**src/rtl/qed_pkg.sv**
```systemverilog
`default_nettype none

package qed_pkg;

    localparam int PIN_W      = 4;
    localparam int PORT_W     = 16;
    localparam int TICK_W     = 16;
    localparam int ACTION_W   = 2;
    localparam int STEP_W     = 2;
    localparam int CFG_ADDR_W = 3;
    localparam int CFG_DATA_W = 4;

    // Configuration register indexes.
    localparam logic [CFG_ADDR_W-1:0] CFG_PHASE_A_PIN      = 3'd0;
    localparam logic [CFG_ADDR_W-1:0] CFG_PHASE_B_PIN      = 3'd1;
    localparam logic [CFG_ADDR_W-1:0] CFG_BUTTON_PIN       = 3'd2;
    localparam logic [CFG_ADDR_W-1:0] CFG_BUTTON_ENABLED   = 3'd3;
    localparam logic [CFG_ADDR_W-1:0] CFG_INVERT_DIRECTION = 3'd4;

    // Configuration reset values.
    localparam logic [PIN_W-1:0] PHASE_A_PIN_RST = 4'd0;
    localparam logic [PIN_W-1:0] PHASE_B_PIN_RST = 4'd1;
    localparam logic [PIN_W-1:0] BUTTON_PIN_RST  = 4'd2;

    typedef enum logic [ACTION_W-1:0] {
        ACT_PORT_EVENT  = 2'd0,
        ACT_EXT_PRESS   = 2'd1,
        ACT_CLEAR_TICKS = 2'd2,
        ACT_CLEAR_PRESS = 2'd3
    } action_t;

    typedef enum logic [STEP_W-1:0] {
        STEP_NONE = 2'd0,
        STEP_CW   = 2'd1,
        STEP_CCW  = 2'd2
    } step_t;

    // Full-step Gray decoder phases.
    typedef enum logic [2:0] {
        PH_START     = 3'd0,
        PH_CW_FINAL  = 3'd1,
        PH_CW_BEGIN  = 3'd2,
        PH_CW_NEXT   = 3'd3,
        PH_CCW_BEGIN = 3'd4,
        PH_CCW_FINAL = 3'd5,
        PH_CCW_NEXT  = 3'd6
    } phase_t;

    localparam logic signed [TICK_W-1:0] TICK_MAX = {1'b0, {(TICK_W-1){1'b1}}};
    localparam logic signed [TICK_W-1:0] TICK_MIN = {1'b1, {(TICK_W-1){1'b0}}};

endpackage

`default_nettype wire

```
**src/rtl/quadrature_encoder_decoder_top.sv**
```systemverilog
`default_nettype none

// Quadrature encoder decoder. Each input transfer carries an action, the pin that
// raised a port event and the raw active-low port word; each one yields exactly one
// result transfer with the handled flag, the step reported by the full-step Gray
// decoder, the saturating signed tick total, the press latch and a changed flag.
// The block takes one item per clock cycle while its result is not stalled: the item
// is held in an input register, and the decoder table step and the tick/press update
// are computed combinationally from it and captured in the result register. A stalled
// result register stalls the input register behind it. Configuration registers are
// written through cfg_wr_en/cfg_addr/cfg_wdata and should only be changed while no
// item is in flight.
module quadrature_encoder_decoder_top (
    input  wire logic                                  aclk,
    input  wire logic                                  aresetn,
    input  wire logic                                  cfg_wr_en,
    input  wire logic [qed_pkg::CFG_ADDR_W-1:0]        cfg_addr,
    input  wire logic [qed_pkg::CFG_DATA_W-1:0]        cfg_wdata,
    input  wire logic                                  s_valid,
    output      logic                                  s_ready,
    input  wire logic [qed_pkg::ACTION_W-1:0]          s_action,
    input  wire logic [qed_pkg::PIN_W-1:0]             s_event_pin,
    input  wire logic [qed_pkg::PORT_W-1:0]            s_port_word,
    output      logic                                  m_valid,
    input  wire logic                                  m_ready,
    output      logic                                  m_handled,
    output      logic [qed_pkg::STEP_W-1:0]            m_step_seen,
    output      logic signed [qed_pkg::TICK_W-1:0]     m_tick_value,
    output      logic                                  m_press_value,
    output      logic                                  m_changed
);
    import qed_pkg::*;

    // Configuration.
    logic [PIN_W-1:0] phase_a_pin_reg;
    logic [PIN_W-1:0] phase_b_pin_reg;
    logic [PIN_W-1:0] button_pin_reg;
    logic             button_enabled_reg;
    logic             invert_direction_reg;

    // Input register.
    logic              in_valid_reg;
    action_t           in_action_reg;
    logic [PIN_W-1:0]  in_pin_reg;
    logic [PORT_W-1:0] in_word_reg;

    // Decoder state.
    phase_t                     phase_reg;
    phase_t                     phase_next;
    logic signed [TICK_W-1:0]   tick_total_reg;
    logic signed [TICK_W-1:0]   tick_total_next;
    logic                       press_latch_reg;
    logic                       press_latch_next;

    // Result register.
    logic                       out_valid_reg;
    logic                       out_handled_reg;
    step_t                      out_step_reg;
    logic signed [TICK_W-1:0]   out_tick_reg;
    logic                       out_press_reg;
    logic                       out_changed_reg;

    logic                       fire;
    logic [PORT_W-1:0]          word_inv;
    logic                       bit_a;
    logic                       bit_b;
    logic [1:0]                 code;
    logic                       hit_phase;
    logic                       hit_button;
    logic                       phase_step_en;
    phase_t                     table_next;
    step_t                      table_emit;
    logic                       handled;
    step_t                      step;
    logic signed [TICK_W-1:0]   tick_out;
    logic                       press_out;

    assign fire    = in_valid_reg && (!out_valid_reg || m_ready);
    assign s_ready = !in_valid_reg || fire;

    assign word_inv   = ~in_word_reg;
    assign bit_a      = word_inv[phase_a_pin_reg];
    assign bit_b      = word_inv[phase_b_pin_reg];
    assign code       = (phase_a_pin_reg < phase_b_pin_reg) ? {bit_b, bit_a} : {bit_a, bit_b};
    assign hit_phase  = (in_pin_reg == phase_a_pin_reg) || (in_pin_reg == phase_b_pin_reg);
    assign hit_button = button_enabled_reg && (in_pin_reg == button_pin_reg);
    assign phase_step_en = (in_action_reg == ACT_PORT_EVENT) && hit_phase;

    // Decoder table: next phase.
    always_comb begin
        unique case (phase_reg)
            PH_CW_FINAL: begin
                unique case (code)
                    2'd0:    table_next = PH_CW_NEXT;
                    2'd2:    table_next = PH_CW_FINAL;
                    default: table_next = PH_START;
                endcase
            end
            PH_CW_BEGIN: begin
                unique case (code)
                    2'd0:    table_next = PH_CW_NEXT;
                    2'd1:    table_next = PH_CW_BEGIN;
                    default: table_next = PH_START;
                endcase
            end
            PH_CW_NEXT: begin
                unique case (code)
                    2'd0:    table_next = PH_CW_NEXT;
                    2'd1:    table_next = PH_CW_BEGIN;
                    2'd2:    table_next = PH_CW_FINAL;
                    default: table_next = PH_START;
                endcase
            end
            PH_CCW_BEGIN: begin
                unique case (code)
                    2'd0:    table_next = PH_CCW_NEXT;
                    2'd2:    table_next = PH_CCW_BEGIN;
                    default: table_next = PH_START;
                endcase
            end
            PH_CCW_FINAL: begin
                unique case (code)
                    2'd0:    table_next = PH_CCW_NEXT;
                    2'd1:    table_next = PH_CCW_FINAL;
                    default: table_next = PH_START;
                endcase
            end
            PH_CCW_NEXT: begin
                unique case (code)
                    2'd0:    table_next = PH_CCW_NEXT;
                    2'd1:    table_next = PH_CCW_FINAL;
                    2'd2:    table_next = PH_CCW_BEGIN;
                    default: table_next = PH_START;
                endcase
            end
            default: begin
                // The start state; the unused phase code behaves the same way.
                unique case (code)
                    2'd1:    table_next = PH_CW_BEGIN;
                    2'd2:    table_next = PH_CCW_BEGIN;
                    default: table_next = PH_START;
                endcase
            end
        endcase
    end

    // Decoder table: a step is reported only on the final transition to start.
    always_comb begin
        unique case (phase_reg)
            PH_CW_FINAL:  table_emit = (code == 2'd3) ? STEP_CW : STEP_NONE;
            PH_CCW_FINAL: table_emit = (code == 2'd3) ? STEP_CCW : STEP_NONE;
            default:      table_emit = STEP_NONE;
        endcase
    end

    always_comb begin
        logic up;
        up               = 1'b0;
        handled          = 1'b0;
        step             = STEP_NONE;
        phase_next       = phase_reg;
        tick_total_next  = tick_total_reg;
        press_latch_next = press_latch_reg;
        tick_out         = tick_total_reg;
        press_out        = press_latch_reg;

        unique case (in_action_reg)
            ACT_PORT_EVENT: begin
                if (phase_step_en) begin
                    handled    = 1'b1;
                    phase_next = table_next;
                    step       = table_emit;
                    if (table_emit != STEP_NONE) begin
                        up = (table_emit == STEP_CW) ^ invert_direction_reg;
                        if (up && tick_total_reg != TICK_MAX) begin
                            tick_total_next = tick_total_reg + TICK_W'(1);
                        end else if (!up && tick_total_reg != TICK_MIN) begin
                            tick_total_next = tick_total_reg - TICK_W'(1);
                        end
                    end
                end else if (hit_button) begin
                    handled = 1'b1;
                    if (word_inv[button_pin_reg]) begin
                        press_latch_next = 1'b1;
                    end
                end
                tick_out  = tick_total_next;
                press_out = press_latch_next;
            end
            ACT_EXT_PRESS: begin
                press_latch_next = 1'b1;
                press_out        = 1'b1;
            end
            ACT_CLEAR_TICKS: begin
                tick_total_next = '0;
            end
            default: begin
                press_latch_next = 1'b0;
            end
        endcase
    end

    always_ff @(posedge aclk) begin
        if (!aresetn) begin
            phase_a_pin_reg      <= PHASE_A_PIN_RST;
            phase_b_pin_reg      <= PHASE_B_PIN_RST;
            button_pin_reg       <= BUTTON_PIN_RST;
            button_enabled_reg   <= 1'b0;
            invert_direction_reg <= 1'b0;
        end else if (cfg_wr_en) begin
            unique case (cfg_addr)
                CFG_PHASE_A_PIN:      phase_a_pin_reg      <= cfg_wdata;
                CFG_PHASE_B_PIN:      phase_b_pin_reg      <= cfg_wdata;
                CFG_BUTTON_PIN:       button_pin_reg       <= cfg_wdata;
                CFG_BUTTON_ENABLED:   button_enabled_reg   <= cfg_wdata[0];
                CFG_INVERT_DIRECTION: invert_direction_reg <= cfg_wdata[0];
                default: ;
            endcase
        end
    end

    always_ff @(posedge aclk) begin
        if (!aresetn) begin
            in_valid_reg    <= 1'b0;
            out_valid_reg   <= 1'b0;
            phase_reg       <= PH_START;
            tick_total_reg  <= '0;
            press_latch_reg <= 1'b0;
        end else begin
            if (s_valid && s_ready) begin
                in_valid_reg <= 1'b1;
            end else if (fire) begin
                in_valid_reg <= 1'b0;
            end
            if (fire) begin
                out_valid_reg   <= 1'b1;
                phase_reg       <= phase_next;
                tick_total_reg  <= tick_total_next;
                press_latch_reg <= press_latch_next;
            end else if (m_ready) begin
                out_valid_reg <= 1'b0;
            end
        end
    end

    // Payload registers.
    always_ff @(posedge aclk) begin
        if (s_valid && s_ready) begin
            in_action_reg <= action_t'(s_action);
            in_pin_reg    <= s_event_pin;
            in_word_reg   <= s_port_word;
        end
        if (fire) begin
            out_handled_reg <= handled;
            out_step_reg    <= step;
            out_tick_reg    <= tick_out;
            out_press_reg   <= press_out;
            out_changed_reg <= (tick_total_next != '0) || press_latch_next;
        end
    end

    assign m_valid       = out_valid_reg;
    assign m_handled     = out_handled_reg;
    assign m_step_seen   = out_step_reg;
    assign m_tick_value  = out_tick_reg;
    assign m_press_value = out_press_reg;
    assign m_changed     = out_changed_reg;

    // A reported step always comes from a handled port event.
    a_step_handled: assert property (@(posedge aclk) disable iff (!aresetn)
        (m_valid && m_step_seen != STEP_NONE) |-> m_handled)
        else $error("step reported without a handled event");

    // The changed flag reflects the state that the item left behind.
    a_changed_state: assert property (@(posedge aclk) disable iff (!aresetn)
        fire |=> (m_changed == ((tick_total_reg != '0) || press_latch_reg)))
        else $error("changed flag disagrees with state");

    a_clear_ticks: assert property (@(posedge aclk) disable iff (!aresetn)
        (fire && in_action_reg == ACT_CLEAR_TICKS) |=> (tick_total_reg == '0))
        else $error("tick total not cleared");

    a_clear_press: assert property (@(posedge aclk) disable iff (!aresetn)
        (fire && in_action_reg == ACT_CLEAR_PRESS) |=> !press_latch_reg)
        else $error("press latch not cleared");

    // Only a handled phase event moves the decoder.
    a_phase_hold: assert property (@(posedge aclk) disable iff (!aresetn)
        (fire && !phase_step_en) |=> $stable(phase_reg))
        else $error("decoder phase moved without a phase event");

endmodule

`default_nettype wire
```
**config.mk**
```make
export PLATFORM = sky130hd
export DESIGN_NAME = quadrature_encoder_decoder_top
export DESIGN_NICKNAME = d
export VERILOG_FILES = /design/src/rtl/qed_pkg.sv /design/src/rtl/quadrature_encoder_decoder_top.sv
export SDC_FILE = /design/constraint.sdc
export NUM_CORES = 1
export LEC_CHECK = 0
export ABC_AREA = 1
export BUFFER_PORTS_ARGS = -buffer_cell sky130_fd_sc_hd__buf_2
export CORE_MARGIN = 2
export CORE_UTILIZATION = 59
export CTS_CLUSTER_SIZE = 12
export DETAILED_ROUTE_END_ITERATION = 6
export HOLD_SLACK_MARGIN = 0.03
export PLACE_DENSITY = 0.83
export RECOVER_POWER = 25
export SKIP_LAST_GASP = 1
export SLEW_MARGIN = 40
export SYNTH_ARGS = -nofsm -noshare
export SYNTH_HDL_FRONTEND = slang
export SYNTH_SLANG_ARGS = --single-unit
```
**constraint.sdc**
```tcl
create_clock -name aclk -period 2.7 [get_ports aclk]
set_input_delay 0.27 -clock aclk [delete_from_list [all_inputs] [get_ports aclk]]
set_output_delay 0.27 -clock aclk [all_outputs]
set_load 0.05 [all_outputs]
```
Word-level counts from Yosys, hierarchy flattened
Index checks and enable logic that the tools add are counted.
{ "classes": {"n_reduce_logical": 27, "n_shift": 0, "n_mul": 0, "add_sub_neg": 2, "n_mux": 35, "n_eq_ne": 21, "n_lt_le_gt_ge": 4, "div_mod_pow": 0, "bitwise": 2} }
{ "ops": {"columns": ["operator", "count"], "rows": [
  ["16-bit 2-to-1 mux", 5],
  ["16-bit != test (second input constant)", 2],
  ["16-bit case mux with 2 select lines", 1],
  ["3-bit case mux with 2 select lines", 3],
  ["3-bit case mux with 6 select lines", 1],
  ["16-bit by 2-bit adder with 16-bit output (second input constant)", 1],
  ["16-bit NOT", 1],
  ["16-bit nonzero test", 1],
  ["16-bit by 2-bit subtractor with 16-bit output (second input constant)", 1],
  ["4-bit by 5-bit < comparator with 1-bit output (second input constant)", 3],
  ["1-bit 2-to-1 mux", 13],
  ["1-bit binary-select mux with 4-bit select", 3],
  ["3-bit by 2-bit equality test with 1-bit output (second input constant)", 4],
  ["3-bit equality test (second input constant)", 4],
  ["4-bit equality test", 3],
  ["2-bit case mux with 2 select lines", 3],
  ["2-bit AND reduction", 6],
  ["3-bit case mux with 3 select lines", 1],
  ["2-bit by 1-bit equality test with 1-bit output (second input constant)", 3],
  ["2-bit equality test (second input constant)", 3],
  ["3-bit by 1-bit equality test with 1-bit output (second input constant)", 2],
  ["1-bit logical AND", 6],
  ["2-bit case mux with 3 select lines", 1],
  ["2-bit nonzero test", 3],
  ["10 further kinds", 17]
]} }
{ "totals": {"reg_bits": 79, "latchBits": 0, "input_bits": 34, "elab_cells": 109, "mem_bits_rw": 0, "mem_count": 0, "out_inout_bits": 23, "romBits": 0} }

Longest topological paths before layout
Gate-level depths: netlist of run 1.
{ "logic_depth": {"word_depth": 18, "depth_mapped": 22, "ltp_nobuf": 21} }

Least setup slack after synthesis of run 1
Ideal clock, no wire load.
{ "synth_path": {"path_kind": "register to register", "from": "reg out_valid_reg, in the netlist m_valid", "to": "reg press_latch_reg", "n_path_buf": 1, "t_arrival_ns": 2.141, "synth_period_minus_slack_ns": 2.262, "path_stages_with_launch": 7, "slack_ns": 0.438, "setup_time_ns": 0.121, "cell_sequence": "dfxtp_1 nand2_1 nand2_1 clkbuf_1 clkinv_1 o211ai_1 inv_1"} }
{ "synth_via": {"elab_chain_len": 3} }
{ "synth_rtl": {"columns": ["element", "line", "text"], "rows": [
  ["start: declaration", "quadrature_encoder_decoder_top.sv:56", "logic out_valid_reg;"],
  ["start signal: assignment", "quadrature_encoder_decoder_top.sv:225", "out_valid_reg <= 1'b0;"],
  ["start signal: assignment", "quadrature_encoder_decoder_top.sv:236", "out_valid_reg <= 1'b1;"],
  ["start signal: assignment", "quadrature_encoder_decoder_top.sv:241", "out_valid_reg <= 1'b0;"],
  ["1-bit zero test", "quadrature_encoder_decoder_top.sv:78", "assign fire = in_valid_reg && (!out_valid_reg || m_ready);"],
  ["1-bit logical OR", "quadrature_encoder_decoder_top.sv:78", null],
  ["1-bit logical AND", "quadrature_encoder_decoder_top.sv:78", null],
  ["via fire", "quadrature_encoder_decoder_top.sv:63", "logic fire;"],
  ["end signal: assignment", "quadrature_encoder_decoder_top.sv:239", "press_latch_reg <= press_latch_next;"],
  ["end: declaration", "quadrature_encoder_decoder_top.sv:52", "logic press_latch_reg;"]
]} }
The timed path passes the listed nets, and every way through them passes these cells.
A chain may end at the register's enable or synchronous reset.

Final worst setup path of run 1
{ "layout_path": {"from": "reg phase_b_pin_reg[0]", "to": "reg out_changed_reg, in the netlist m_changed (data pin)"} }
{ "layout_via": {"elab_chain_len": 17, "elab_cells_between_ends": 26} }
{ "layout_rtl": {"columns": ["element", "line", "text"], "rows": [
  ["start: declaration", "quadrature_encoder_decoder_top.sv:36", "logic [PIN_W-1:0] phase_b_pin_reg;"],
  ["start signal: assignment", "quadrature_encoder_decoder_top.sv:213", "CFG_PHASE_B_PIN: phase_b_pin_reg <= cfg_wdata;"],
  ["1-bit binary-select mux with 4-bit select", "quadrature_encoder_decoder_top.sv:83", "assign bit_b = word_inv[phase_b_pin_reg];"],
  ["1-bit 2-to-1 mux (not written as such)", "quadrature_encoder_decoder_top.sv:83", null],
  ["2-bit 2-to-1 mux", "quadrature_encoder_decoder_top.sv:84", "assign code = (phase_a_pin_reg < phase_b_pin_reg) ? {bit_b, bit_a} : {bit_a, bit_b};"],
  ["2-bit equality test", "quadrature_encoder_decoder_top.sv:150, quadrature_encoder_decoder_top.sv:151", null],
  ["1-bit 2-to-1 mux / 2-bit 2-to-1 mux (equally long branches)", "quadrature_encoder_decoder_top.sv:150, quadrature_encoder_decoder_top.sv:151", null],
  ["2-bit case mux with 2 select lines", "quadrature_encoder_decoder_top.sv:149", "unique case (phase_reg)"],
  ["2-bit by 1-bit equality test with 1-bit output", "quadrature_encoder_decoder_top.sv:174", "up = (table_emit == STEP_CW) ^ invert_direction_reg;"],
  ["1-bit bitwise XOR", "quadrature_encoder_decoder_top.sv:174", null],
  ["1-bit zero test", "quadrature_encoder_decoder_top.sv:177", "end else if (!up && tick_total_reg != TICK_MIN) begin"],
  ["1-bit logical AND", "quadrature_encoder_decoder_top.sv:177", null],
  ["16-bit 2-to-1 mux", "quadrature_encoder_decoder_top.sv:177", null],
  ["16-bit 2-to-1 mux", "quadrature_encoder_decoder_top.sv:175", "if (up && tick_total_reg != TICK_MAX) begin"],
  ["16-bit 2-to-1 mux", "quadrature_encoder_decoder_top.sv:173", "if (table_emit != STEP_NONE) begin"],
  ["16-bit 2-to-1 mux", "quadrature_encoder_decoder_top.sv:169", "if (phase_step_en) begin"],
  ["16-bit case mux with 2 select lines", "quadrature_encoder_decoder_top.sv:167", "unique case (in_action_reg)"],
  ["16-bit nonzero test", "quadrature_encoder_decoder_top.sv:258", "out_changed_reg <= (tick_total_next != '0) || press_latch_next;"],
  ["1-bit logical OR (*)", "quadrature_encoder_decoder_top.sv:258", null],
  ["end signal: assignment", "quadrature_encoder_decoder_top.sv:258", null],
  ["end: declaration", "quadrature_encoder_decoder_top.sv:61", "logic out_changed_reg;"]
]} }
Mark *: on every way between the ends. The rest lies on a longest branch, timed or not. The select of a mux whose other input is x is not followed.

==> flow_metrics.env, run 1 <==
export IMPL_r2r_end="m_changed$_DFFE_PP_"
export IMPL_dp_slack_ns=0.0452
export IMPL_coreArea_um2=8130
export IMPL_power_frac_clock_pct=31.2
export IMPL_numClockSinks=79
export IMPL_period_needed_ns=2.65
export IMPL_p_int_mw=1.98
export IMPL_p_comb_share_pct=20.8
export IMPL_grt_usage_pct=32.6
export IMPL_cts_tree="built"
export IMPL_hold_viol_final=0
export IMPL_synthesis_area_um2=4910
export IMPL_critPathBufInv=3
export IMPL_path_cells="buf_4 -> nand2_1 -> nand3_1 -> nand3_1 -> nand3_2 -> nand2_4 -> nand3_4 -> nand2_4 -> nand3_4 -> buf_12 -> a21oi_4 -> nand4_1 -> nand3_1 -> nand2_1 -> inv_2 -> nand2_1 -> nor2_1 -> nand3_1"
export IMPL_path_common_cell="nand3_1"
export IMPL_drtIter0Drc=351
export IMPL_syn_inst=676
export IMPL_r2r_start="phase_b_pin_reg[0]$_SDFFE_PN1P_"
export IMPL_worst_slew_pin_slew_ns=0.675
export IMPL_ys_ff_latch=79
export IMPL_worstSkewPairLatency_ns=0.37
export IMPL_met2_usage_pct=62.2
export IMPL_vias_per_cell=5.84
export IMPL_grt_pass1_vias=4724
export IMPL_rsz0062_at_grt="true"
export IMPL_drc_errors=0
export IMPL_drive_gt1_share_pct=22.8
export IMPL_switching_share_pct=32.4
export IMPL_cts_htree_levels=3
export IMPL_power_leakage_nw=2.65
export IMPL_grt_overflow=0
export IMPL_gr_usage_met1_pct=34.1
export IMPL_antenna_found_initial=0
export IMPL_finalSetupTns_ns=0
export IMPL_yosys_area_top_type="edfxtp_1"
export IMPL_hpwl_um=10800
export IMPL_finalSetupViolations=0
export IMPL_maxCapViolations=0
export IMPL_seq_area_frac_synth_pct=41.0
export IMPL_power_frac_seq_pct=48.0
export IMPL_syn_to_final_growth_pct=18.7
export IMPL_top_usage_layer="met2"
export IMPL_start_util_pct=60.4
export IMPL_vdd_drop_max_uv=381
export IMPL_end_kind="flip-flop"
export IMPL_path_max_fanout=11
export IMPL_ios=57
export IMPL_fin_ws_ns=0.0485
export IMPL_synth_main_ff_cell="edfxtp_1"
export IMPL_port_buffers=56
export IMPL_postCtsHoldBufs=0
export IMPL_rrSetupSlack_ns=0.05
export IMPL_max_stage_delay_ns=0.35
export IMPL_netlist_area_leader_share_pct=26.3
export IMPL_async_flop_share_pct=0
export IMPL_ant_nets=0
export IMPL_yosysMostFrequentCell="nand2_1"
export IMPL_synth_edff_count=43
export IMPL_num_rows=33
export IMPL_grt_pass1_wl_um=22400
export IMPL_cp_top_family="simple AND/OR/NAND/NOR gates"
export IMPL_cts_buffers=9
export IMPL_hold_class="input pin to flip-flop"
export IMPL_dieArea_um2=9070
export IMPL_routedWlPerCell_um=16.8
export IMPL_cp_data_arrival_time_ns=2.77
export IMPL_crit_required_ns=2.82
export IMPL_synth_area_top_cells="edfxtp_1 (26%), dfxtp_1 (15%), nand2_1 (11%)"
export IMPL_die_y_um=95.2
export IMPL_met3_usage_pct=6.72
export IMPL_clk_pin_slew_ns=0.09
export IMPL_min_delay_worst_endpoint="in_word_reg[14]$_DFFE_PP_"
export IMPL_r2r_cells=18
export IMPL_powerDensity_nw_per_um2=502
export IMPL_startpoint_type="flip-flop"
export IMPL_synth_net_count=716
export IMPL_num_vias=5077
export IMPL_min_path_cells=1
export IMPL_die_w_um=95.2
export IMPL_routed_wirelength_um=14600
export IMPL_yosys_cell_types_count=40
export IMPL_drv_slew=0
export IMPL_ys_warn_count=0
export IMPL_ys_top_cells_by_count="nand2_1 (147), nand3_1 (86), inv_1 (85)"
export IMPL_worstSetupPathType="flip-flop to flip-flop"
export IMPL_max_freq_ghz=0.377
export IMPL_gp_congestion=0.970
export IMPL_grt_max_degree=33
export IMPL_num_antenna_cells=0
export IMPL_synth_area_per_cell_um2=7.26
export IMPL_period_share_pct=98.2
export IMPL_dr_pass1_iters=6
export IMPL_status="completed"
export IMPL_power_switching_mw=0.946
export IMPL_fin_skew_ns=0.0120
export IMPL_cts_buffer_depth=2
export IMPL_hold_start="s_port_word[14]"
export IMPL_critPathSlowestCell="dfxtp_2"
export IMPL_fin_nets=799
export IMPL_slew_headroom_pct=54.7
export IMPL_clockRootBuffer="clkbuf_8"
-- logic make-up after synthesis --
group	Yosys count	synth area share [%]
fa+ha+maj	6	1.53
compound gates	123	14.1
simple gates	335	31.4
xor+xnor	10	1.78
buf+inv	122	9.94
flops	79	41.0
mux	1	0.204
-- metrics by stage --
step	total power, mW	hold slack, ns	area [um^2]	cells	util [%]
final	2.92	0.0681	5830	869	71.6
after floorplan	1.82	0.369	4910	676	-
after detailed placement	1.99	0.448	5420	842	66.6
after CTS	2.88	0.0657	5620	858	69.0
after global placement	1.98	0.447	5420	842	66.6
after global routing	3.04	0.0569	5830	869	71.6
-- power by group through the flow --
stage                     sequential (mW)  combinational, mW  clock [mW]
after floorplan                      1.47              0.350           0
after global placement               1.43              0.552           0
after detailed placement             1.43              0.564           0
after CTS                            1.40              0.567       0.914
after global routing                 1.41              0.670       0.959
final                                1.40              0.608       0.912
-- worst register-to-register path, stage by stage, from the launching register on --
cell and delay [ns]:
dfxtp_2 0.35, buf_4 0.16, nand2_1 0.06, nand3_1 0.11, nand3_1 0.11, nand3_2 0.10, nand2_4 0.11, nand3_4 0.11
nand2_4 0.10, nand3_4 0.11, buf_12 0.18, a21oi_4 0.24, nand4_1 0.12, nand3_1 0.13, nand2_1 0.12, inv_2 0.06
nand2_1 0.06, nor2_1 0.10, nand3_1 0.08
-- layout make-up --
type,instances,area (um^2)
clock inverters,6,67.6
fillers,680,2310
clock buffers,10,128
multi-input cells,476,2520
inverters,99,374
repair buffers,94,579
flip-flops and latches,79,2020
well taps,105,131
-- how the worst max path moves through the flow --
stage	from	endpoint	slack, ns	cells past startpoint
2_1_floorplan	m_valid$_SDFFE_PN0P_	press_latch_reg$_SDFFE_PN0P_	0.44	6
3_3_place_gp	phase_a_pin_reg[0]$_SDFFE_PN0P_	m_changed$_DFFE_PP_	0.04	20
3_5_place_dp	phase_a_pin_reg[0]$_SDFFE_PN0P_	m_changed$_DFFE_PP_	0.05	17
4_1_cts	phase_b_pin_reg[0]$_SDFFE_PN1P_	m_changed$_DFFE_PP_	0.01	17
5_1_grt	tick_total_reg[0]$_SDFFE_PN0P_	m_changed$_DFFE_PP_	-0.13	19
6_report	phase_b_pin_reg[0]$_SDFFE_PN1P_	m_changed$_DFFE_PP_	0.05	18
-- layer usage --
metal  share of wire [%]  vias up  routed length [um]
met5                   0        -                   0
met4                 4.6        0                 672
met3                 7.6       66                1100
met2                  53      280                7660
met1                  35     2313                5140
li1                    -     2418                   -
-- placed cells by master, fill, tap and decap left out, types with 5 or more instances in the layout --
cell type / n
nand2_1: 141
nand2_4: 6
inv_1: 83
inv_2: 12
buf_2: 54
nor2_2: 5
dfxtp_1: 31
ha_1: 5
nand3_2: 11
buf_4: 34
o211ai_1: 10
edfxtp_1: 43
o21ai_0: 58
a21oi_1: 37
nand4_1: 15
nor3_1: 6
clkbuf_8: 9
nand2_2: 16
xnor2_1: 8
o21a_1: 7
nand3_1: 78
nor2_1: 47
-- repair_timing --
action | CTS | global route
endpoints found under the setup margin | 0 | 5
setup buffers | 0 | 9
resized for setup | 0 | 38
Power figures use the tool's default switching activity.
==> inputs of run 2 (changes only) <==
--- a/config.mk
+++ b/config.mk
@@ -6,7 +6,7 @@
 export NUM_CORES = 1
 export LEC_CHECK = 0
 export ABC_AREA = 1
-export BUFFER_PORTS_ARGS = -buffer_cell sky130_fd_sc_hd__buf_2
+export BUFFER_PORTS_ARGS = -buffer_cell sky130_fd_sc_hd__clkbuf_2
 export CORE_MARGIN = 2
 export CORE_UTILIZATION = 59
 export CTS_CLUSTER_SIZE = 12
==> flow_metrics.env, run 2 (same netlist as run 1, synthesis figures left out) <==
export IMPL_routed_wirelength_um=14500
export IMPL_num_antenna_cells=0
export IMPL_vdd_drop_max_uv=353
export IMPL_cp_data_arrival_time_ns=2.78
export IMPL_power_frac_clock_pct=32.6
export IMPL_critPathBufInv=2
export IMPL_seq_area_um2=2020
export IMPL_cts_htree_levels=3
export IMPL_grt_pass1_vias=4712
export IMPL_clockRootBuffer="clkbuf_8"
export IMPL_finalSetupViolations=0
export IMPL_worst_slew_pin_slew_ns=0.689
export IMPL_p_int_mw=2.09
export IMPL_end_kind="flip-flop"
export IMPL_hold_viol_final=0
export IMPL_fin_cells=879
export IMPL_r2r_start="in_word_reg[4]$_DFFE_PP_"
export IMPL_min_delay_worst_endpoint="in_word_reg[0]$_DFFE_PP_"
export IMPL_worstSetupPathType="flip-flop to flip-flop"
export IMPL_met3_usage_pct=6.64
export IMPL_max_stage_delay_ns=0.45
export IMPL_numClockSinks=79
export IMPL_coreArea_um2=8130
export IMPL_power_switching_mw=0.934
export IMPL_multi_input_area_um2=2620
export IMPL_status="completed"
export IMPL_cts_buffers=9
export IMPL_powerDensity_nw_per_um2=499
export IMPL_cts_buffer_depth=2
export IMPL_rsz0062_at_grt="true"
export IMPL_r2r_cells=17
export IMPL_period_needed_ns=2.67
export IMPL_fin_nets=809
export IMPL_syn_to_final_growth_pct=23.6
export IMPL_power_leakage_nw=2.76
export IMPL_drv_slew=0
export IMPL_hold_start="s_port_word[0]"
export IMPL_dp_cells=845
export IMPL_path_cells="nand2_1 -> nand3_2 -> nand3_2 -> nand3b_1 -> nand2_4 -> nand3_4 -> nand2_4 -> nand3_4 -> clkbuf_16 -> a21oi_4 -> nand4_1 -> nand3_2 -> nand2_4 -> inv_2 -> nand2_2 -> nor2_1 -> nand3_1"
export IMPL_clk_pin_slew_ns=0.08
export IMPL_antenna_found_initial=0
export IMPL_start_util_pct=60.4
export IMPL_gr_usage_met1_pct=36.5
export IMPL_met2_usage_pct=59.1
export IMPL_die_w_um=95.2
export IMPL_fin_skew_ns=0.00703
export IMPL_num_vias=5102
export IMPL_power_mw=3.03
export IMPL_period_share_pct=98.8
export IMPL_grt_max_degree=33
export IMPL_power_frac_seq_pct=46.3
export IMPL_cp_top_family="simple AND/OR/NAND/NOR gates"
export IMPL_dieArea_um2=9070
export IMPL_num_rows=33
export IMPL_slew_headroom_pct=53.8
export IMPL_drc_errors=0
export IMPL_r2r_end="m_changed$_DFFE_PP_"
export IMPL_switching_share_pct=30.9
export IMPL_grt_pass1_wl_um=22700
export IMPL_cts_tree="built"
export IMPL_grt_overflow=0
export IMPL_final_common_cell="nand2_1"
export IMPL_path_max_fanout=8
export IMPL_hpwl_um=10500
export IMPL_top_usage_layer="met2"
export IMPL_ios=57
export IMPL_drtIter0Drc=331
export IMPL_fillCellCount=630
export IMPL_p_comb_share_pct=21.1
export IMPL_vias_per_cell=5.80
export IMPL_grt_usage_pct=32.8
export IMPL_rrSetupSlack_ns=0.03
export IMPL_startpoint_type="flip-flop"
export IMPL_max_freq_ghz=0.375
export IMPL_crit_required_ns=2.81
export IMPL_final_cell_mix="nand2_1 (134), inv_1 (80), nand3_1 (67), o21ai_0 (57), clkbuf_2 (51)"
export IMPL_dr_pass1_iters=5
export IMPL_maxCapViolations=0
export IMPL_port_buffers=56
export IMPL_die_y_um=95.2
export IMPL_routedWlPerCell_um=16.5
export IMPL_drive_gt1_share_pct=26.7
export IMPL_critPathSlowestCell="edfxtp_1"
export IMPL_hold_class="input pin to flip-flop"
export IMPL_ant_nets=0
export IMPL_min_path_cells=1
export IMPL_gp_congestion=1.04
export IMPL_worstSkewPairLatency_ns=0.36
-- run 2: cell type report --
class	count	share of cell area (%)
multi-input combinational	475	43.1
inverter	99	6.31
tap	105	2.17
clock inverter	2	0.619
clock buffer	14	3.03
sequential	79	33.4
timing repair buffer	105	11.4
-- run 2: worst max path at each step --
stage,start,end,slack (ns),depth (start not counted)
after floorplan,m_valid$_SDFFE_PN0P_,press_latch_reg$_SDFFE_PN0P_,0.44,6
after global placement,phase_a_pin_reg[1]$_SDFFE_PN0P_,m_changed$_DFFE_PP_,-0.03,18
after detailed placement,phase_a_pin_reg[1]$_SDFFE_PN0P_,m_changed$_DFFE_PP_,-0.03,18
after CTS,phase_a_pin_reg[0]$_SDFFE_PN0P_,m_changed$_DFFE_PP_,0.004,16
after global routing,in_word_reg[4]$_DFFE_PP_,m_changed$_DFFE_PP_,-0.07,16
final,in_word_reg[4]$_DFFE_PP_,m_changed$_DFFE_PP_,0.03,17
-- run 2: metal layers --
metal	wire length [um]	share of wire, %
met5	0	0
met4	615	4.2
met3	895	6.2
met2	7490	52
met1	5490	38
-- run 2: power by group through the flow --
| stage | Combinational [mW] | Clock [mW] | Sequential (mW) |
|---|---|---|---|
| after floorplan | 0.350 | 0 | 1.47 |
| after global placement | 0.557 | 0 | 1.42 |
| after detailed placement | 0.569 | 0 | 1.43 |
| after CTS | 0.579 | 0.988 | 1.40 |
| after global routing | 0.705 | 1.03 | 1.41 |
| final | 0.638 | 0.988 | 1.40 |
-- run 2: metrics by stage --
| stage | cell area, um^2 | hold WS (ns) | worst slack, ns | util [%] | setup TNS, ns |
|---|---|---|---|---|---|
| 2_1_floorplan | 4910 | 0.369 | 0.438 | - | 0 |
| 3_3_place_gp | 5440 | 0.448 | -0.0311 | 66.9 | -0.0311 |
| 3_5_place_dp | 5440 | 0.449 | -0.0279 | 66.9 | -0.0279 |
| 4_1_cts | 5690 | 0.0739 | 0.00412 | 70.0 | 0 |
| 5_1_grt | 6070 | 0.0611 | -0.0672 | 74.6 | -0.0672 |
| 6_report | 6070 | 0.0808 | 0.0335 | 74.6 | 0 |
-- run 2: repair_timing --
| action | in CTS | in global routing |
|---|---|---|
| setup endpoints to repair | 1 | 5 |
| hold buffers | 0 | 0 |
| buffers inserted | 3 | 14 |
| resized for setup | 2 | 72 |
| pin swaps | 1 | 29 |
| cloned | 0 | 1 |
